### src/mcma_pkg.sv
// ----------------------------------------------------------------------------
// mcma_pkg
// Shared widths, types and constants of the multiport current averager.
// ----------------------------------------------------------------------------
`default_nettype none

package mcma_pkg;

    localparam int NUM_PORTS   = 4;
    localparam int WINDOW      = 8;
    localparam int OUT_PORTS   = 4;
    localparam int RAW_W       = 12;
    localparam int MA_W        = 12;
    localparam int TOTAL_W     = 14;
    localparam int TYPE_W      = 2;
    localparam int CFG_IDX_W   = 2;
    localparam int CFG_REGS    = 4;
    localparam int MA_MAX      = 3000;

    // window sum, divisor/count and slot widths
    localparam int SUM_W       = $clog2(WINDOW * MA_MAX + 1);
    localparam int CNT_W       = $clog2(WINDOW + 1);
    localparam int SLOT_W      = $clog2(WINDOW);

    // divider: quotient bits retired per cycle
    localparam int DIV_BITS    = 3;
    localparam int DIV_CYCLES  = MA_W / DIV_BITS;
    localparam int DIV_CNT_W   = $clog2(DIV_CYCLES);

    // mA conversion: q = raw*MUL/DIV, estimated as (raw*RECIP) >> RECIP_SHIFT
    localparam int COEF_W      = 16;
    localparam int RECIP_SHIFT = 16;
    localparam int PROD_W      = RAW_W + COEF_W;

    localparam logic [COEF_W-1:0] USB2_MUL   = COEF_W'(33000);
    localparam logic [COEF_W-1:0] USB2_DIV   = COEF_W'(61425);
    localparam logic [COEF_W-1:0] USBC_MUL   = COEF_W'(3000);
    localparam logic [COEF_W-1:0] USBC_DIV   = COEF_W'(4095);
    localparam logic [COEF_W-1:0] USB2_RECIP =
        COEF_W'((64'd33000 << RECIP_SHIFT) / 64'd61425);
    localparam logic [COEF_W-1:0] USBC_RECIP =
        COEF_W'((64'd3000 << RECIP_SHIFT) / 64'd4095);

    typedef enum logic [TYPE_W-1:0] {
        KIND_NONE = 2'd0,
        KIND_USB2 = 2'd1,
        KIND_USBC = 2'd2
    } port_kind_t;

    typedef enum logic [2:0] {
        ST_IDLE,
        ST_MUL,
        ST_FIX,
        ST_ACC,
        ST_DIV
    } fsm_state_t;

    typedef logic [NUM_PORTS-1:0][RAW_W-1:0]  raw_vec_t;
    typedef logic [NUM_PORTS-1:0][TYPE_W-1:0] kind_vec_t;
    typedef logic [NUM_PORTS-1:0][MA_W-1:0]   ma_row_t;
    typedef logic [NUM_PORTS-1:0][SUM_W-1:0]  sum_vec_t;

    typedef struct packed {
        logic [RAW_W-1:0] raw_port0;
        logic [RAW_W-1:0] raw_port1;
        logic [RAW_W-1:0] raw_port2;
        logic [RAW_W-1:0] raw_port3;
    } mcma_in_t;

    typedef struct packed {
        logic [MA_W-1:0]    avg_port0;
        logic [MA_W-1:0]    avg_port1;
        logic [MA_W-1:0]    avg_port2;
        logic [MA_W-1:0]    avg_port3;
        logic [TOTAL_W-1:0] total_current;
    } mcma_out_t;

    typedef struct packed {
        logic busy;
        logic done;
    } div_status_t;

endpackage

`default_nettype wire

### src/mcma_convert.sv
// ----------------------------------------------------------------------------
// mcma_convert
// Two-stage ADC-to-milliamp conversion, one lane per port.
// ----------------------------------------------------------------------------
`default_nettype none

module mcma_convert
    import mcma_pkg::*;
(
    input  logic      clk,
    input  raw_vec_t  raw,
    input  kind_vec_t kind,
    output ma_row_t   ma
);

    logic [NUM_PORTS-1:0][COEF_W-1:0] recip_sel;
    logic [NUM_PORTS-1:0][COEF_W-1:0] mul_sel;
    logic [NUM_PORTS-1:0][COEF_W-1:0] div_sel;

    logic [NUM_PORTS-1:0][PROD_W-1:0] prod_reg;
    logic [NUM_PORTS-1:0][PROD_W-1:0] num_reg;
    logic [NUM_PORTS-1:0][COEF_W-1:0] div_reg;

    logic [NUM_PORTS-1:0][MA_W-1:0]   q_est;
    logic [NUM_PORTS-1:0][PROD_W-1:0] rem;
    ma_row_t                          ma_next;
    ma_row_t                          ma_reg;

    always_comb
    begin
        for (int p = 0; p < NUM_PORTS; p++)
        begin
            unique case (kind[p])
                KIND_USB2:
                begin
                    recip_sel[p] = USB2_RECIP;
                    mul_sel[p]   = USB2_MUL;
                    div_sel[p]   = USB2_DIV;
                end
                KIND_USBC:
                begin
                    recip_sel[p] = USBC_RECIP;
                    mul_sel[p]   = USBC_MUL;
                    div_sel[p]   = USBC_DIV;
                end
                default:
                begin
                    // no sensor (and the unused code) reads as zero
                    recip_sel[p] = '0;
                    mul_sel[p]   = '0;
                    div_sel[p]   = USB2_DIV;
                end
            endcase
        end
    end

    always_ff @(posedge clk)
    begin
        for (int p = 0; p < NUM_PORTS; p++)
        begin
            prod_reg[p] <= PROD_W'(raw[p]) * PROD_W'(recip_sel[p]);
            num_reg[p]  <= PROD_W'(raw[p]) * PROD_W'(mul_sel[p]);
            div_reg[p]  <= div_sel[p];
        end
    end

    // estimate is exact or one low; a single compare fixes it
    always_comb
    begin
        for (int p = 0; p < NUM_PORTS; p++)
        begin
            q_est[p]   = MA_W'(prod_reg[p] >> RECIP_SHIFT);
            rem[p]     = num_reg[p] - PROD_W'(q_est[p]) * PROD_W'(div_reg[p]);
            ma_next[p] = (rem[p] >= PROD_W'(div_reg[p])) ? q_est[p] + MA_W'(1)
                                                         : q_est[p];
        end
    end

    always_ff @(posedge clk)
    begin
        ma_reg <= ma_next;
    end

    assign ma = ma_reg;

endmodule

`default_nettype wire

### config.mk
export PLATFORM = sky130hd
export DESIGN_NAME = mcma_convert
export DESIGN_NICKNAME = d
export VERILOG_FILES = /design/src/mcma_pkg.sv /design/src/mcma_convert.sv
export SDC_FILE = /design/constraint.sdc
export NUM_CORES = 2
export LEC_CHECK = 0
export BUFFER_PORTS_ARGS = -buffer_cell sky130_fd_sc_hd__buf_2
export CAP_MARGIN = 40
export CORE_ASPECT_RATIO = 0.9
export CORE_UTILIZATION = 45
export CTS_CLUSTER_DIAMETER = 150
export DETAILED_ROUTE_END_ITERATION = 12
export PLACE_DENSITY = 0.71
export SYNTH_ARGS = -nofsm -noshare
export SYNTH_HDL_FRONTEND = slang
export SYNTH_SLANG_ARGS = --single-unit
### constraint.sdc
create_clock -name clk -period 6.95 [get_ports clk]
set_input_delay 1.39 -clock clk [delete_from_list [all_inputs] [get_ports clk]]
set_output_delay 1.39 -clock clk [all_outputs]
set_load 0.02 [all_outputs]
* Yosys cells after proc, flatten, opt, wreduce, memory -nomap -nowiden *
Cells that the tools add are included.

word-level totals
  bits in registers = 336
  latch bits = 0
  memories = 0
  memory bits (writable) = 0
  logic and storage cells = 64
  bits in read-only memories = 0
  input port bits = 57
  output and inout port bits = 48

operators by class
  bitwise gates (word level) = 0
  add/sub/neg operators = 8
  shifts and indexed selects = 0
  multipliers = 12
  divide/modulo/power cells = 0
  mux-type cells = 16
  eq/ne operators = 8
  $lt $le $gt $ge = 4
  reduce and logical (&&, ||, !) cells = 0

operators by type and width
  kind                                                 count
  multiplier 12 x 16 -> 28 bit                         12
  one-hot mux 16 bit (2 select lines)                  8
  >= comparator 28 x 16 -> 1 bit                       4
  subtractor 28 bit                                    4
  2-to-1 mux 16 bit                                    4
  adder 12 x 1 -> 12 bit, second input constant        4
  2-to-1 mux 12 bit                                    4
  equality test 2 x 1 -> 1 bit, second input constant  4
  equality test 2 bit, second input constant           4

* Logic depth before layout (Yosys ltp) *
  depth after elaboration = 4
  mapped depth = 34
  mapped depth without buffers = 32

* Least setup slack after synthesis *
No wires, ideal clock.

  path kind = input port to flip-flop
  start = input kind[2] (netlist bit)
  end = register prod_reg[53] (netlist bit)
  setup slack = -0.163 ns
  setup time = 0.116 ns
  stages on the path = 20
  required time = 6.834 ns
  path buffers = 1
  data arrival time = 6.998 ns
  cells stage by stage = inv_1 -> ha_1 -> clkbuf_1 -> nor2b_1 -> fa_1 -> ha_1 -> fa_1 -> inv_1 -> fa_1 -> inv_1 -> fa_1 -> ha_1 -> a2111oi_0 -> a21oi_1 -> o41ai_2 -> o21ai_0 -> o41ai_2 -> o21ai_0 -> a311o_1 -> and3_1

on the way
  cells in the longest elaborated chain, start to end = 3
  elaborated cells between the ends (all ways) = 4
  classes of those cells = 1 x mul; 2 x eq/ne; 1 x mux

ends and longest elaborated chain
  item                                                                        line                RTL
  from (decl)                                                                 mcma_convert.sv:12  input kind_vec_t kind,
  equality test 2 bit / equality test 2 x 1 -> 1 bit (equally long branches)  mcma_convert.sv:33  unique case (kind[p])
  one-hot mux 16 bit (2 select lines) *                                       mcma_convert.sv:33
  multiplier 12 x 16 -> 28 bit *                                              mcma_convert.sv:61  prod_reg[p] <= PROD_W'(raw[p]) * PROD_W'(recip_sel[p]);
  to (signal, indexed assignment)                                             mcma_convert.sv:61
  to (decl)                                                                   mcma_convert.sv:20  logic [NUM_PORTS-1:0][PROD_W-1:0] prod_reg;

Mark *: on every way between the ends. The rest lies on a longest branch, timed or not.

==> results.md <==
* Die width at around 370 µm
* Reg-to-reg slack, setup at about 0.014 ns
* Max-cap violations at 0
* CTS sink count at between 200 and 250
* Placeable Area at between 100000 and 150000 µm²
* Yosys warns at 0
* First-pass GRT wire length at ~210 mm
* Met3 Usage GRT at 0.02425
* Status: finished clean
* Area growth syn-to-layout at 14.73%
* RSZ-0062 raised after global routing: yes
* Crit path largest cell delay at 0.51 ns
* Clock Latency Late Sink at about 0.56 ns
* Post-CTS Hold Fix Bufs at 0
* Row cnt at roughly 120
* Pins over their slew limit at 0
* Syn Area/Cell at approximately 9.5 µm²
* Worst hold path type: reg2reg
* Reg clk slew, reported paths at roughly 0.06 ns
* Worst Tran Pin Value at about 0.63 ns
* Hold path depth at 1
* Global route overflow at 0
* Top-count cell post-synth: inv_1
* FF-to-FF path depth at 30
* Cell count after synthesis at just under 6k
* Total CTS buffers at 25
* Post-synth ARST share at 0
* Critical R2R Launch: div_reg[3]
* Detailed placement HPWL at 114.8 mm
* Die Ht at about 340 µm
* Proportion of layout cells with a drive suffix above 1 at 0.1385
* Initial antenna violation count at 2
* Yosys cell types at 85
* Cell area after synthesis at 55540 µm²
* Initial Utilization at 0.4563
* Worst Hold Path EP: ma[42]
* Crit Path Max Fanout at 8
* Final cycle utilization of the critical path at 0.9981
* Syn Nets at 8023
* Min-delay src: prod_reg[106]
* Global-route usage over all layers at 0.2079
* Crit path DAT at between 7 and 8 ns
* Vias/cell at 4.898
* Routed wire length at 127.5 mm
* Final min period at about 7 ns
* Post-synth EDFFs at 0
* Synth top cells by count: 1834 x inv_1, 1052 x fa_1, 1049 x ha_1
* Clk root buf: clkbuf_16
* Residual DRC at 0
* Met2 Resource Use GR at 0.3515
* I/O pins at 105
* WP depth at 30
* Worst setup SP type: register
* Ranking of synthesized cells by area: fa_1 38%, ha_1 24%, inv_1 12%
* Drt pass-1 iters at 5
* Relative slew margins at 0.5663
* TritonCTS clock tree: built
* WP data required at roughly 7.4 ns
* Wirelength per Cell at about 16 µm
* Hold Vio Cnt, Final at 0
* Fmax at between 0.1 and 0.15 GHz
* GRT busiest layer: met2
* Antenna Nets Post-Route at 0
* Slowest CP cell: fa_1
* CP Capture Type: register
* Reg2reg end: ma[6]
* Layout net count at ~8.6k
* Main synth FF type: dfxtp_1
* Iter 0 DRT Violations at just over 2k
* Max reg flops at 100
* Routed vias at slightly below 40k
* Setup CP Type: reg2reg
* Final setup fails at 0
* Top cell type's share of synthesized area at 0.3792
* Area leader, netlist: fa_1
* Met1 usage at 0.2827
* Maximum buffer depth of the clock tree at 3
* CP bufs+invs at 7
* N_diodes at 0
* Vias in the first global route at between 40k and 50k
* Die Area at about 120000 µm²
* IO Port Bufs at around 100
* Sequential share of the synthesized area at 0.07353
* Synth Register Bits at 204
* Place WS at -0.3572 ns
* Worst clock skew at ~0.012 ns
* Gp weighted congestion at 0.9461
* Most frequent cell on the critical path: fa_1
* Cell family with most CP delay: adder cells
* Slack of the critical path at 0.01355 ns
* H-tree depth at 1
* Largest net degree at the start of global routing at 16
* Worst hold slack at 0.5708 ns
[worst reg2reg max path: cells and delay by family (launching register included)]
family / cells / cell delay (ns)
simple gates: 10 / 2.20
flops: 1 / 0.36
fa+ha+maj: 7 / 2.90
compound gates: 6 / 0.78
buf+inv: 7 / 0.58
[cell families after synthesis]
family / Yosys count / synth area share
AOI/OAI and AO/OA: 565 / 0.06765
xor gates and xnor gates: 205 / 0.03233
adders and majority gates: 2101 / 0.6155
buffers and inverters: 1888 / 0.1280
DFF: 204 / 0.07353
muxes: 21 / 0.003897
and+or+nand+nor: 881 / 0.07912
[through the flow]
step | TNS (ns) | cells | area [µm²] | utilization
floorplan | -0.07449 | 5865 | 55570 | -
global placement | -2.811 | 8020 | 61720 | 0.5070
detailed placement | -10.90 | 8020 | 61720 | 0.5070
CTS | -0.005523 | 8072 | 62930 | 0.5170
global route | -4.904 | 8092 | 63720 | 0.5235
finish | 0 | 8092 | 63720 | 0.5235
[final cells by class]
type | count | area [µm²]
clock inverters | 13 | 197.7
clock buffers | 31 | 688.2
fillers | 10890 | 58000
well taps | 1599 | 2001
multi-input cells | 3773 | 45180
repair buffers | 638 | 4633
inverters | 1834 | 6889
flip-flops and latches | 204 | 4126
[timing repair]
action	CTS	global route
gates cloned	0	3
endpoints found under the setup margin	48	53
endpoints found under the hold margin	0	0
gates resized for setup	67	153
pin swaps	21	97
setup buffers	8	17
[per-layer routing]
metal	vias to the layer above	routed length, µm	part of all wire
met5	-	8	0.000063
met4	2	3059	0.024
met3	175	5555	0.044
met2	816	60410	0.47
met1	19450	58510	0.46
li1	19190	-	-
[cell usage in the layout (no fill, tap or decap), drive strengths merged, types with 6 or more instances in the layout]
cell type / count
a211o: 6
a41oi: 7
nand3: 76
a211oi: 26
or2: 19
a21o: 56
and2: 92
o211ai: 16
o31ai: 12
nor2: 184
a2111oi: 9
o22ai: 10
o2111ai: 11
and3: 26
nor4: 19
a22oi: 6
nor4b: 6
o21a: 28
dfxtp: 204
a31oi: 15
inv: 1838
nand4: 30
o21ai: 110
o21bai: 26
nand2: 228
fa: 1052
xor2: 44
nand2b: 33
a21oi: 152
xnor2: 161
buf: 637
mux2i: 16
or3: 23
nor3: 60
a31o: 6
nor2b: 62
ha: 1049
clkbuf: 32
a21boi: 13
[worst max-delay path by stage]
stage / startpoint / endpoint / slack [ns]
5_1_grt: prod_reg[72] / ma[34] / -0.32
6_report: div_reg[3] / ma[6] / 0.01
3_3_place_gp: prod_reg[72] / ma[25] / -0.19
3_5_place_dp: prod_reg[72] / ma[25] / -0.36
4_1_cts: prod_reg[72] / ma[25] / -0.006
2_1_floorplan: kind[2] / prod_reg[53] / -0.07
Power is left out: the tool's default activity adds up to more than one toggle a clock period on the data nets, which glitch-free logic cannot reach.
