--- src/mcma_pkg.sv ---
// ----------------------------------------------------------------------------
// mcma_pkg
// Shared widths, types and constants of the multiport current averager.
// ----------------------------------------------------------------------------
`default_nettype none

package mcma_pkg;

    localparam int NUM_PORTS   = 4;
    localparam int WINDOW      = 8;
    localparam int OUT_PORTS   = 4;
    localparam int RAW_W       = 12;
    localparam int MA_W        = 12;
    localparam int TOTAL_W     = 14;
    localparam int TYPE_W      = 2;
    localparam int CFG_IDX_W   = 2;
    localparam int CFG_REGS    = 4;
    localparam int MA_MAX      = 3000;

    // window sum, divisor/count and slot widths
    localparam int SUM_W       = $clog2(WINDOW * MA_MAX + 1);
    localparam int CNT_W       = $clog2(WINDOW + 1);
    localparam int SLOT_W      = $clog2(WINDOW);

    // divider: quotient bits retired per cycle
    localparam int DIV_BITS    = 3;
    localparam int DIV_CYCLES  = MA_W / DIV_BITS;
    localparam int DIV_CNT_W   = $clog2(DIV_CYCLES);

    // mA conversion: q = raw*MUL/DIV, estimated as (raw*RECIP) >> RECIP_SHIFT
    localparam int COEF_W      = 16;
    localparam int RECIP_SHIFT = 16;
    localparam int PROD_W      = RAW_W + COEF_W;

    localparam logic [COEF_W-1:0] USB2_MUL   = COEF_W'(33000);
    localparam logic [COEF_W-1:0] USB2_DIV   = COEF_W'(61425);
    localparam logic [COEF_W-1:0] USBC_MUL   = COEF_W'(3000);
    localparam logic [COEF_W-1:0] USBC_DIV   = COEF_W'(4095);
    localparam logic [COEF_W-1:0] USB2_RECIP =
        COEF_W'((64'd33000 << RECIP_SHIFT) / 64'd61425);
    localparam logic [COEF_W-1:0] USBC_RECIP =
        COEF_W'((64'd3000 << RECIP_SHIFT) / 64'd4095);

    typedef enum logic [TYPE_W-1:0] {
        KIND_NONE = 2'd0,
        KIND_USB2 = 2'd1,
        KIND_USBC = 2'd2
    } port_kind_t;

    typedef enum logic [2:0] {
        ST_IDLE,
        ST_MUL,
        ST_FIX,
        ST_ACC,
        ST_DIV
    } fsm_state_t;

    typedef logic [NUM_PORTS-1:0][RAW_W-1:0]  raw_vec_t;
    typedef logic [NUM_PORTS-1:0][TYPE_W-1:0] kind_vec_t;
    typedef logic [NUM_PORTS-1:0][MA_W-1:0]   ma_row_t;
    typedef logic [NUM_PORTS-1:0][SUM_W-1:0]  sum_vec_t;

    typedef struct packed {
        logic [RAW_W-1:0] raw_port0;
        logic [RAW_W-1:0] raw_port1;
        logic [RAW_W-1:0] raw_port2;
        logic [RAW_W-1:0] raw_port3;
    } mcma_in_t;

    typedef struct packed {
        logic [MA_W-1:0]    avg_port0;
        logic [MA_W-1:0]    avg_port1;
        logic [MA_W-1:0]    avg_port2;
        logic [MA_W-1:0]    avg_port3;
        logic [TOTAL_W-1:0] total_current;
    } mcma_out_t;

    typedef struct packed {
        logic busy;
        logic done;
    } div_status_t;

endpackage

`default_nettype wire

--- src/mcma_divider.sv ---
// ----------------------------------------------------------------------------
// mcma_divider
// Restoring divider, one lane per port, DIV_BITS quotient bits per cycle.
// ----------------------------------------------------------------------------
`default_nettype none

module mcma_divider
    import mcma_pkg::*;
(
    input  logic             clk,
    input  logic             rst_n,
    input  logic             start,
    input  sum_vec_t         dividend,
    input  logic [CNT_W-1:0] divisor,
    output ma_row_t          quotient,
    output div_status_t      status
);

    logic [NUM_PORTS-1:0][CNT_W-1:0] rem_reg;
    logic [NUM_PORTS-1:0][CNT_W-1:0] rem_next;
    ma_row_t                         quo_reg;
    ma_row_t                         quo_next;
    logic [CNT_W-1:0]                dsr_reg;
    logic [DIV_CNT_W-1:0]            cnt_reg;
    logic                            busy_reg;
    logic                            done_reg;

    // quo_reg holds the low dividend bits and fills with quotient bits
    always_comb
    begin
        logic [CNT_W:0]   t;
        logic [CNT_W-1:0] r;
        logic [MA_W-1:0]  q;
        for (int p = 0; p < NUM_PORTS; p++)
        begin
            r = rem_reg[p];
            q = quo_reg[p];
            for (int s = 0; s < DIV_BITS; s++)
            begin
                t = {r, q[MA_W-1]};
                q = {q[MA_W-2:0], 1'b0};
                if (t >= {1'b0, dsr_reg})
                begin
                    r    = CNT_W'(t - {1'b0, dsr_reg});
                    q[0] = 1'b1;
                end
                else
                begin
                    r = t[CNT_W-1:0];
                end
            end
            rem_next[p] = r;
            quo_next[p] = q;
        end
    end

    always_ff @(posedge clk or negedge rst_n)
    begin
        if (!rst_n)
        begin
            busy_reg <= 1'b0;
            done_reg <= 1'b0;
            cnt_reg  <= '0;
        end
        else if (start)
        begin
            busy_reg <= 1'b1;
            done_reg <= 1'b0;
            cnt_reg  <= '0;
        end
        else if (busy_reg)
        begin
            cnt_reg <= cnt_reg + DIV_CNT_W'(1);
            if (cnt_reg == DIV_CNT_W'(DIV_CYCLES - 1))
            begin
                busy_reg <= 1'b0;
                done_reg <= 1'b1;
            end
        end
    end

    // average never exceeds MA_W bits, so the top dividend bits are below the divisor
    always_ff @(posedge clk)
    begin
        if (start)
        begin
            dsr_reg <= divisor;
            for (int p = 0; p < NUM_PORTS; p++)
            begin
                rem_reg[p] <= CNT_W'(dividend[p] >> MA_W);
                quo_reg[p] <= dividend[p][MA_W-1:0];
            end
        end
        else if (busy_reg)
        begin
            rem_reg <= rem_next;
            quo_reg <= quo_next;
        end
    end

    assign quotient    = quo_reg;
    assign status.busy = busy_reg;
    assign status.done = done_reg;

`ifndef SYNTHESIS
    a_div_nonzero: assert property (@(posedge clk) disable iff (!rst_n)
        busy_reg |-> (dsr_reg != '0))
        else $error("divider running with zero divisor");

    a_div_rem_bound: assert property (@(posedge clk) disable iff (!rst_n)
        busy_reg |-> (rem_reg[0] < dsr_reg))
        else $error("partial remainder not below divisor");

    a_div_flags: assert property (@(posedge clk) disable iff (!rst_n)
        !(busy_reg && done_reg))
        else $error("divider busy and done together");
`endif

endmodule

`default_nettype wire

--- config.mk ---
export PLATFORM = sky130hd
export DESIGN_NAME = mcma_divider
export DESIGN_NICKNAME = d
export VERILOG_FILES = /design/src/mcma_pkg.sv /design/src/mcma_divider.sv
export SDC_FILE = /design/constraint.sdc
export NUM_CORES = 1
export LEC_CHECK = 0
export ABC_CLOCK_PERIOD_IN_PS = 6100
export BUFFER_PORTS_ARGS = -buffer_cell sky130_fd_sc_hd__buf_2
export CAP_MARGIN = 30
export CORE_ASPECT_RATIO = 1.1
export CORE_UTILIZATION = 42
export DETAILED_ROUTE_END_ITERATION = 8
export GPL_ROUTABILITY_DRIVEN = 0
export SETUP_SLACK_MARGIN = 0.3
export SKIP_LAST_GASP = 1
export SLEW_MARGIN = 10
export SYNTH_ARGS = -nofsm -noshare
export SYNTH_HDL_FRONTEND = slang
export SYNTH_SLANG_ARGS = --single-unit
export TNS_END_PERCENT = 1
--- constraint.sdc ---
create_clock -name clk -period 6.1 [get_ports clk]
set_input_delay 0.305 -clock clk [delete_from_list [all_inputs] [get_ports clk]]
set_output_delay 0.305 -clock clk [all_outputs]
set_load 0.02 [all_outputs]
# == Word-level counts from Yosys, hierarchy flattened ==
# Cells that the tools add are included.
# W data, S select, Z words.
# word_totals
inputBits,67
regBits,72
out_inout_bits,50
wordCells,81
# classes
n_eq_ne,1
magnitude_cmp,12
reduce_logical,3
add_sub_neg,13
n_mux,36
# op_table
operator,count
$mux W48,2
$ge A5 B4 Y1,12
$mux W4,12
$sub A4 B4 Y4,12
$mux W15,2
$mux W1,18
$mux W2,2
$reduce_bool A2 Y1,2
$add A2 B1 Y2 const B,1
$eq A2 B2 Y1 const B,1
$reduce_and A2 Y1,1

# == Logic depth before layout (Yosys ltp) ==
# Gate-level depths: netlist (run 1).
# depth
word_depth,8
depth_mapped,22
depth_no_buf,22

# == Worst setup path after synthesis (run 1) ==
# OpenSTA, ideal clock, no wires.
# synth_path
path_type,register to register
start,reg dsr_reg[1]
end,"reg rem_reg[12] (netlist bit), data pin"
t_arrival_ps,5204
path_slack_ps,636
synth_period_minus_slack_ps,5464
t_required_ps,5839
n_path_buf,0
stages_incl_launch_ff,21
setup_ps,261
path_cell_list,edfxtp_1 inv_1 ha_1 a21oi_1 o311ai_2 nand2_1 o21ai_0 inv_1 ha_1 a21o_1 a21o_1 a221oi_1 and2_1 mux2_2 inv_1 ha_1 a21o_1 a21o_1 a211o_1 and2_1 a221o_1
# synth_between
elab_chain_len,8
elab_cells_between_ends,10
cone_classes,add/sub: 2; order compare: 3; mux: 5
# synth_lines
element,line,source
"start, declared",mcma_divider.sv:23,logic [CNT_W-1:0] dsr_reg;
"start signal, assigned",mcma_divider.sv:87,dsr_reg <= divisor;
$sub A4 B4 Y4 / $ge A5 B4 Y1 (equally long branches),"mcma_divider.sv:44, mcma_divider.sv:42",
$mux W4,mcma_divider.sv:42,"if (t >= {1'b0, dsr_reg})"
$sub A4 B4 Y4 / $ge A5 B4 Y1 (equally long branches),"mcma_divider.sv:44, mcma_divider.sv:42",
$mux W4,mcma_divider.sv:42,
$ge A5 B4 Y1 (*),mcma_divider.sv:42,
$mux W4 (*),mcma_divider.sv:42,
$mux W15 (*),mcma_divider.sv:94,else if (busy_reg)
$mux W15 (*),mcma_divider.sv:85,if (start)
"end signal, assigned by index",mcma_divider.sv:90,rem_reg[p] <= CNT_W'(dividend[p] >> MA_W);
"end signal, assigned",mcma_divider.sv:96,rem_reg <= rem_next;
"end, declared",mcma_divider.sv:19,logic [NUM_PORTS-1:0][CNT_W-1:0] rem_reg;
# Mark *: on every way between the ends. The rest lies on a longest branch, timed or not. The select of a mux whose other input is x is not followed.
# A chain may end at the register's enable or synchronous reset.

# == Worst setup path in the final report (run 1) ==
# layout_path
start,reg dsr_reg[3]
end,"reg rem_reg[10] (netlist bit), data pin"
# layout_between
elab_chain_len,8
elab_cells_between_ends,11
cone_classes,add/sub: 3; order compare: 3; mux: 5
# layout_lines
element,line
$sub A4 B4 Y4 / $ge A5 B4 Y1 (equally long branches),"mcma_divider.sv:44, mcma_divider.sv:42"
$mux W4,mcma_divider.sv:42
$ge A5 B4 Y1 / $sub A4 B4 Y4 (equally long branches),"mcma_divider.sv:42, mcma_divider.sv:44"
$mux W4,mcma_divider.sv:42
$sub A4 B4 Y4 / $ge A5 B4 Y1 (equally long branches),"mcma_divider.sv:44, mcma_divider.sv:42"
$mux W4 (*),mcma_divider.sv:42
$mux W15 (*),mcma_divider.sv:94
$mux W15 (*),mcma_divider.sv:85
# Marked as above.

==> results of run 1 <==
-- worst paths after layout --
path,start,end,cells after the start
worst min register to register,rem_reg[7],rem_reg[7],2
worst min-delay path,divisor[1],dsr_reg[1],1
worst max register to register,dsr_reg[3],rem_reg[10],21
min in group asynchronous,rst_n,busy_reg,2
max in group asynchronous,rst_n,cnt_reg[1],2
worst max-delay path,dsr_reg[3],rem_reg[10],21
-- layout make-up --
type	instances	share of cell area [%]
multi-input combinational	366	48.3
tap	157	2.97
sequential	72	31.8
timing repair buffer	127	10.1
clock buffer	9	3.41
inverter	45	2.61
clock inverter	6	0.776
-- power by group --
group	switching (uW)	internal, uW
clock network	198	308
logic	1800	1450
registers	118	772
total	2110	2530
-- what timing repair did --
item,in CTS,in global routing
setup endpoints to repair,0,3
hold endpoints to repair,4,0
gates resized for setup,0,2
hold buffers,1,0
-- per-stage QoR --
| step | hold slack (ns) | cell area [um^2] | setup WS, ns |
|---|---|---|---|
| after floorplan | 0.00941 | 5520 | 0.636 |
| after global placement | 0.138 | 6310 | 0.768 |
| after detailed placement | 0.137 | 6310 | 0.674 |
| after CTS | 0.124 | 6590 | 0.668 |
| after global routing | 0.125 | 6610 | 0.298 |
| final | 0.138 | 6610 | 0.608 |
-- cell families (layout without fill, tap and decap cells) --
kind of cell | Yosys count | count (layout) | share of synthesized area (%)
AOI/OAI and AO/OA | 120 | 120 | 16.7
xor gates and xnor gates | 19 | 19 | 3.02
adders and majority gates | 61 | 61 | 15.5
buffers and inverters | 59 | 187 | 4.20
DFF | 72 | 72 | 38.1
muxes | 63 | 63 | 12.8
and+or+nand+nor | 103 | 103 | 9.69
-- metal layers --
metal / share of wire, % / wire length (um)
met1: 45 / 6310
met2: 47 / 6650
met3: 6.2 / 870
met4: 2.0 / 276
met5: 0 / 0
-- cells in the final DEF (no fill, tap or decap), types with 5 or more instances in the layout --
cell type and n:
a211oi_1 9, a21o_1 14, a21oi_1 20, buf_2 116, buf_4 10, clkbuf_16 9, edfxtp_1 64, fa_1 12
ha_1 49, inv_1 43, mux2_2 47, mux2i_1 14, nand2_1 24, nand2b_1 13, nor2_1 29, nor2b_1 7
nor3_1 5, o21a_1 8, o21ai_0 18, o21ai_1 7, xnor2_1 12, xor2_1 7
==> results.json, run 1 <==
{
  "cp_slowest_cell": "a2111o_1",
  "grt_first_pass_wirelength_mm": 22.6,
  "wl_per_cell_um": 18.0,
  "timing.fmax_mhz": 182,
  "post_cts_buffers": 0,
  "synth.avg_cell_area_um2": 11.1,
  "reg2reg_slack_ns": 0.61,
  "path_delay_family": "compound AO/OA/AOI/OAI gates",
  "start_util_pct": 43.4,
  "powerDensity_nw_per_um2": 703,
  "fin_util_pct": 52.0,
  "total_power_uw": 4640,
  "globalRouteMet1Util_pct": 27.3,
  "fp.dieH_um": 122,
  "antenna_found_initial": 0,
  "die_w_um": 111,
  "synth_area_leader_cell": "edfxtp_1",
  "io_pins": 117,
  "synth_fp_nets": 625,
  "largest_reg_flops": 48,
  "cts.sink_count": 72,
  "yosysUniqueCellTypes": 70,
  "fin_skew_ns": 0.00665,
  "crit_path_end_kind": "register",
  "critPathRequiredTime_ns": 6.16,
  "cts_buffers": 9,
  "ctsHtreeMaxLevel": 3,
  "drive_gt1_share_pct": 32.3,
  "track_usage_pct": 21.8,
  "fillCellCount": 1188,
  "synth_top_area_share_pct": 34.8,
  "area_growth_pct": 19.8,
  "worstMarginPinSlew_ns": 0.795,
  "rows": 43,
  "drt-pass1-iter-count": 7,
  "ys_top_cells_by_count": "edfxtp_1 (64), ha_1 (49), mux2_2 (47), inv_1 (44), nor2_1 (29)",
  "syn_area_um2": 5520,
  "gr-usage-met2_pct": 36.2,
  "max_slew_margin_pct": 47.0,
  "postRouteAntennaNets": 0,
  "worstPathArrival_ns": 5.56,
  "hold_class": "input pin to register",
  "detail_route.iter0.violations": 161,
  "status": "finished, violations left",
  "final.period_utilization_pct": 90.0,
  "io_buffers": 116,
  "synthArstFlopShare_pct": 5.56,
  "synthFlopType": "edfxtp_1",
  "overflow": 0,
  "setup_viol": 0,
  "insertion_delay_ns": 0.34,
  "die-area_um2": 13600,
  "hold_violations": 0,
  "synth_most_common_cell": "edfxtp_1",
  "worstPathMaxFanout": 8,
  "fin_nets": 749,
  "violations": "DRC",
  "grt_pass1_vias": 4501,
  "worstSetupPathType": "register to register",
  "seq_area_frac_synth_pct": 38.1,
  "rsz0062_at_grt": "true",
  "grt_max_degree": 67,
  "root_buffer": "clkbuf_16",
  "path_clk_slew_ns": 0.06,
  "post-place-cells": 766,
  "ys_top_cells_by_area": "edfxtp_1 (35%), ha_1 (11%), mux2_2 (9.6%)",
  "path_buf_inv": 2,
  "final_cells": 782,
  "crit_path_start_kind": "register",
  "vias_per_cell": 5.58,
  "multi_input_area_um2": 3190,
  "slowest_delay_ns": 0.49,
  "remaining_drc_errors": 8,
  "drv_slew": 0,
  "hpwl_mm": 10.6,
  "use_met3_pct": 5.52,
  "tns_ns": 0,
  "maxCapViolations": 0,
  "min_period_ns": 5.49,
  "ys_warn_count": 0,
  "design.core.area_um2": 12700,
  "vias": 4362,
  "synth-seq-cells": 72,
  "clockBufferDepth": 2,
  "cts_tree": "done",
  "antennaDiodeCount": 0,
  "ir_worst_vdd_mv": 0.316,
  "syn_inst": 497,
  "synth_edf_count": 64,
  "grt_busiest_layer": "met2",
  "wl_mm": 14.1,
  "crit_chain": "inv_1, ha_1, or2_4, a2111o_1, nand2_1, mux2_2, inv_1, ha_1, a41oi_1, nand2_1, a311oi_2, nand2_1, o21a_1, ha_1, nor2b_1, o21ai_0, nand2b_1, a31o_2, a21o_1, o211ai_1, o211ai_1",
  "seqCellArea_um2": 2100,
  "leakage_uw": 0.00294
}
Power figures use the tool's default switching activity.
==> run 2: changes to the inputs <==
Settings changed: MAX_ROUTING_LAYER from default to met4, PLACE_DENSITY_LB_ADDON from default to 0.15.
==> results.json, run 2 (synthesis gave the netlist of run 1 again) <==
{
  "post-place-cells": 766,
  "top_layer_used": "met4",
  "drt-met1-wl_mm": 6.18,
  "antenna_found_initial": 1,
  "die_w_um": 111,
  "tns_ns": 0,
  "fp.dieH_um": 122,
  "max_slew_margin_pct": 43.5,
  "status": "finished, violations left",
  "worstSetupPathType": "register to register",
  "hold_path.startpoint": "divisor[3]",
  "grt_max_degree": 67,
  "cts.sink_count": 72,
  "wl_per_cell_um": 17.6,
  "reg2regPathDepth": 21,
  "drt-pass1-iter-count": 7,
  "worstPathArrival_ns": 5.52,
  "root_buffer": "clkbuf_16",
  "final_cells": 783,
  "ir_worst_vdd_mv": 0.326,
  "io_buffers": 116,
  "detail_route.iter0.violations": 163,
  "die-area_um2": 13600,
  "powerDensity_nw_per_um2": 700,
  "route.met2.wl_mm": 6.53,
  "setup_ws_ns": 0.624,
  "insertion_delay_ns": 0.34,
  "critPathRequiredTime_ns": 6.15,
  "violations": "DRC",
  "largest_reg_flops": 48,
  "layout_commonest_cell": "buf_2",
  "wl_mm": 13.8,
  "grt_pass1_vias": 4393,
  "remaining_drc_errors": 4,
  "rows": 43,
  "reg2reg_slack_ns": 0.62,
  "timing.fmax_mhz": 183,
  "vias": 4332,
  "worstMarginPinSlew_ns": 0.844,
  "leakage_uw": 0.00293,
  "crit_path_end": "rem_reg[8]",
  "overflow": 0,
  "io_pins": 117,
  "grt_first_pass_wirelength_mm": 22.0,
  "design.core.area_um2": 12700,
  "setup_viol": 0,
  "hold_class": "input pin to register",
  "post_cts_buffers": 0,
  "start_util_pct": 43.4,
  "wl_met3_um": 794,
  "cts_tree": "done",
  "fin_nets": 749,
  "min_period_ns": 5.48,
  "area_growth_pct": 19.9,
  "fin_skew_ns": 0.00606,
  "final.period_utilization_pct": 89.8,
  "crit_path_end_kind": "register",
  "mostFrequentLayoutCells": "buf_2 (116), edfxtp_1 (64), ha_1 (49), mux2_2 (47), inv_1 (44)",
  "postRouteAntennaNets": 0,
  "drive_gt1_share_pct": 32.6,
  "ctsHtreeMaxLevel": 3,
  "track_usage_pct": 21.8,
  "vias_per_cell": 5.53,
  "hpwl_mm": 10.7,
  "clockBufferDepth": 2,
  "dp_worst_setup_slack_ns": 0.645,
  "maxCapViolations": 0,
  "worstReg2RegStart": "dsr_reg[0]",
  "startpoint": "dsr_reg[0]",
  "hold_violations": 0,
  "drv_slew": 0,
  "r2r-end": "rem_reg[8]",
  "path_clk_slew_ns": 0.06,
  "crit_path_start_kind": "register",
  "worstPathMaxFanout": 5,
  "cts_buffers": 9,
  "rsz0062_at_grt": "false"
}
run 2: final cells by class:
class | instances | area, um^2
antenna | 1 | 2.50
clock buffer | 9 | 225
clock inverter | 6 | 61.3
fill | 1143 | 6080
inverter | 45 | 169
multi-input combinational | 366 | 3190
sequential | 72 | 2100
tap | 157 | 196
timing repair buffer | 127 | 666
run 2: timing repair:
| item | 4_1_cts | 5_1_grt |
|---|---|---|
| gates resized for setup | 0 | 2 |
| endpoints found under the setup margin | 0 | 1 |
| endpoints found under the hold margin | 4 | 0 |
| hold buffers | 1 | 0 |
run 2: how the worst min path moves through the flow:
stage | slack (ns) | cells past startpoint | to
floorplan | 0.009 | 0 | busy_reg
global placement | 0.14 | 1 | busy_reg
detailed placement | 0.14 | 1 | busy_reg
CTS | 0.13 | 1 | dsr_reg[3]
global route | 0.14 | 1 | dsr_reg[1]
finish | 0.14 | 1 | dsr_reg[3]
run 2: worst max-delay path, stage by stage (launching register included):
cell      delay (ns)
edfxtp_1        0.45
buf_4           0.20
ha_1            0.30
nand2b_1        0.15
a2111o_1        0.48
nand2_1         0.16
mux2_2          0.38
inv_1           0.11
ha_1            0.25
a41oi_1         0.24
nand2_1         0.11
a311oi_2        0.43
nand2_1         0.22
o21a_1          0.24
ha_1            0.29
nor2b_1         0.13
o21ai_0         0.14
nand2b_1        0.10
a31o_2          0.23
a21o_1          0.25
nor2_1          0.20
o311ai_1        0.13
run 2: stage by stage:
| step | util, % | area, um^2 | hold WS, ns | power, uW |
|---|---|---|---|---|
| floorplan | - | 5520 | 0.00941 | 3420 |
| global placement | 49.7 | 6310 | 0.138 | 4020 |
| detailed placement | 49.7 | 6310 | 0.138 | 4080 |
| CTS | 52.0 | 6600 | 0.133 | 4620 |
| global route | 52.1 | 6610 | 0.140 | 5030 |
| finish | 52.1 | 6610 | 0.139 | 4630 |
run 2: power by group:
part           internal [uW]  leakage, uW  total, uW  switching [uW]
combinational           1440      0.00205       3220            1780
clock                    312     0.000131        520             208
sequential               772     0.000752        888             116
total                   2530      0.00293       4630            2100
run 2: layer usage:
metal / vias to the layer above / GRT usage [%]
li1: 2105 / -
met1: 2078 / 27.2
met2: 129 / 35.4
met3: 20 / 4.18
met4: 0 / 7.69
met5: - / -
==> run 3: changes to the inputs <==
Settings changed: BUFFER_PORTS_ARGS -buffer_cell sky130_fd_sc_hd__buf_2 to -buffer_cell sky130_fd_sc_hd__buf_4, SKIP_LAST_GASP 1 to default.
==> results.json, run 3 (synthesis gave the netlist of run 1 again) <==
{
  "grt_first_pass_wirelength_mm": 21.9,
  "worstSetupPathType": "register to register",
  "rows": 43,
  "timing.fmax_mhz": 180,
  "drt-met1-wl_mm": 6.11,
  "layout_commonest_cell": "buf_4",
  "overflow": 0,
  "multi_input_area_um2": 3210,
  "fin_util_pct": 54.4,
  "crit_path_end_kind": "register",
  "insertion_delay_ns": 0.34,
  "cts_tree": "done",
  "crit_path_start_kind": "register",
  "cts.sink_count": 72,
  "die-area_um2": 13600,
  "worstMarginPinSlew_ns": 0.790,
  "grt_pass1_vias": 4357,
  "path_buf_inv": 3,
  "worstPathMaxFanout": 8,
  "cp_slowest_cell": "a221oi_1",
  "powerDensity_nw_per_um2": 684,
  "status": "finished, violations left",
  "fp.dieH_um": 122,
  "cts_buffers": 9,
  "violations": "DRC",
  "path_delay_family": "compound AO/OA/AOI/OAI gates",
  "rsz0062_at_grt": "true",
  "io_buffers": 116,
  "fin_nets": 748,
  "root_buffer": "clkbuf_16",
  "largest_reg_flops": 48,
  "wl_met3_um": 649,
  "final.period_utilization_pct": 91.2,
  "drt-pass1-iter-count": 6,
  "fillCellCount": 1145,
  "io_pins": 117,
  "top_layer_used": "met4",
  "die_w_um": 111,
  "clockBufferDepth": 2,
  "remaining_drc_errors": 4,
  "postRouteAntennaNets": 0,
  "detail_route.iter0.violations": 170,
  "vias_per_cell": 5.57,
  "wl_per_cell_um": 17.6,
  "drive_gt1_share_pct": 32.4,
  "max_slew_margin_pct": 47.3,
  "ir_worst_vdd_mv": 0.289,
  "tns_ns": 0,
  "area_growth_pct": 25.2,
  "seqCellArea_um2": 2100,
  "hpwl_mm": 10.5,
  "path_clk_slew_ns": 0.05,
  "min_period_ns": 5.56,
  "setup_viol": 0,
  "vias": 4353,
  "mostFrequentLayoutCells": "buf_4 (125), edfxtp_1 (64), ha_1 (49), mux2_2 (47), inv_1 (43)",
  "grt_max_degree": 67,
  "track_usage_pct": 21.7,
  "maxCapViolations": 0,
  "ctsHtreeMaxLevel": 3,
  "design.core.area_um2": 12700,
  "route.met2.wl_mm": 6.81,
  "leakage_uw": 0.00304,
  "drv_slew": 0,
  "hold_violations": 0,
  "fin_skew_ns": 0.00579,
  "worstPathArrival_ns": 5.65,
  "antennaDiodeCount": 0,
  "hold_class": "input pin to register",
  "slowest_delay_ns": 0.46,
  "crit_chain": "inv_1, ha_1, a21oi_1, o311ai_4, o21ai_0, inv_1, ha_1, a21o_1, a21o_1, a221oi_1, and2_1, mux2_2, inv_1, ha_1, a21o_1, a21oi_1, nand4_1, and2_1, a221o_1",
  "wl_mm": 13.8,
  "antenna_found_initial": 0,
  "critPathRequiredTime_ns": 6.18,
  "start_util_pct": 43.4
}
-- run 3: cell count changes in the layout (fill, tap and decap cells not counted), moves of 2 or more --
| cell | delta |
|---|---|
| clkinv_2 | +2 |
| buf_2 | -116 |
| buf_4 | +115 |
| clkinvlp_4 | -2 |
-- run 3: what timing repair did --
item                       4_1_cts  5_1_grt
setup endpoints to repair        0        8
setup buffers                    0        2
resized for setup                0        3
hold endpoints to repair         4        0
hold buffers                     1        0
-- run 3: per-layer routing --
| layer | up-vias | GRT usage [%] |
|---|---|---|
| li1 | 2109 | - |
| met1 | 2125 | 27.2 |
| met2 | 104 | 35.7 |
| met3 | 15 | 3.08 |
| met4 | 0 | 8.36 |
| met5 | - | - |
-- run 3: path summary, 6_finish.rpt --
path                             from           to  slack, ns  depth (start not counted)
max in group asynchronous       rst_n     done_reg       5.68                          2
min in group asynchronous       rst_n     busy_reg       0.30                          2
max                        dsr_reg[1]  rem_reg[12]       0.54                         19
min                        divisor[1]   dsr_reg[1]       0.14                          1
min reg2reg                rem_reg[7]   rem_reg[7]       0.49                          2
max reg2reg                dsr_reg[1]  rem_reg[12]       0.54                         19
-- run 3: per-stage QoR --
stage	setup WS, ns	cells	cell area (um^2)	hold WS [ns]	total power, uW
after global placement	0.692	763	6580	0.118	4080
after floorplan	0.636	497	5520	0.00941	3420
after detailed placement	0.500	763	6580	0.119	4140
after global routing	0.230	781	6900	0.133	5090
final	0.540	781	6900	0.142	4720
after CTS	0.482	779	6860	0.130	4690
-- run 3: area by class of cell --
class / count / area share, %
Timing Repair Buffer: 126 / 13.7
Tap cell: 157 / 2.85
Inverter: 45 / 2.50
Sequential cell: 72 / 30.5
Clock inverter: 5 / 0.707
Multi-Input combinational cell: 366 / 46.4
Clock buffer: 10 / 3.32
-- run 3: where the power goes --
| part | leakage, uW | switching [uW] | internal (uW) | total, uW |
|---|---|---|---|---|
| logic | 0.00215 | 1810 | 1510 | 3320 |
| clock network | 0.000140 | 198 | 311 | 508 |
| registers | 0.000752 | 120 | 772 | 892 |
| total | 0.00304 | 2130 | 2600 | 4720 |
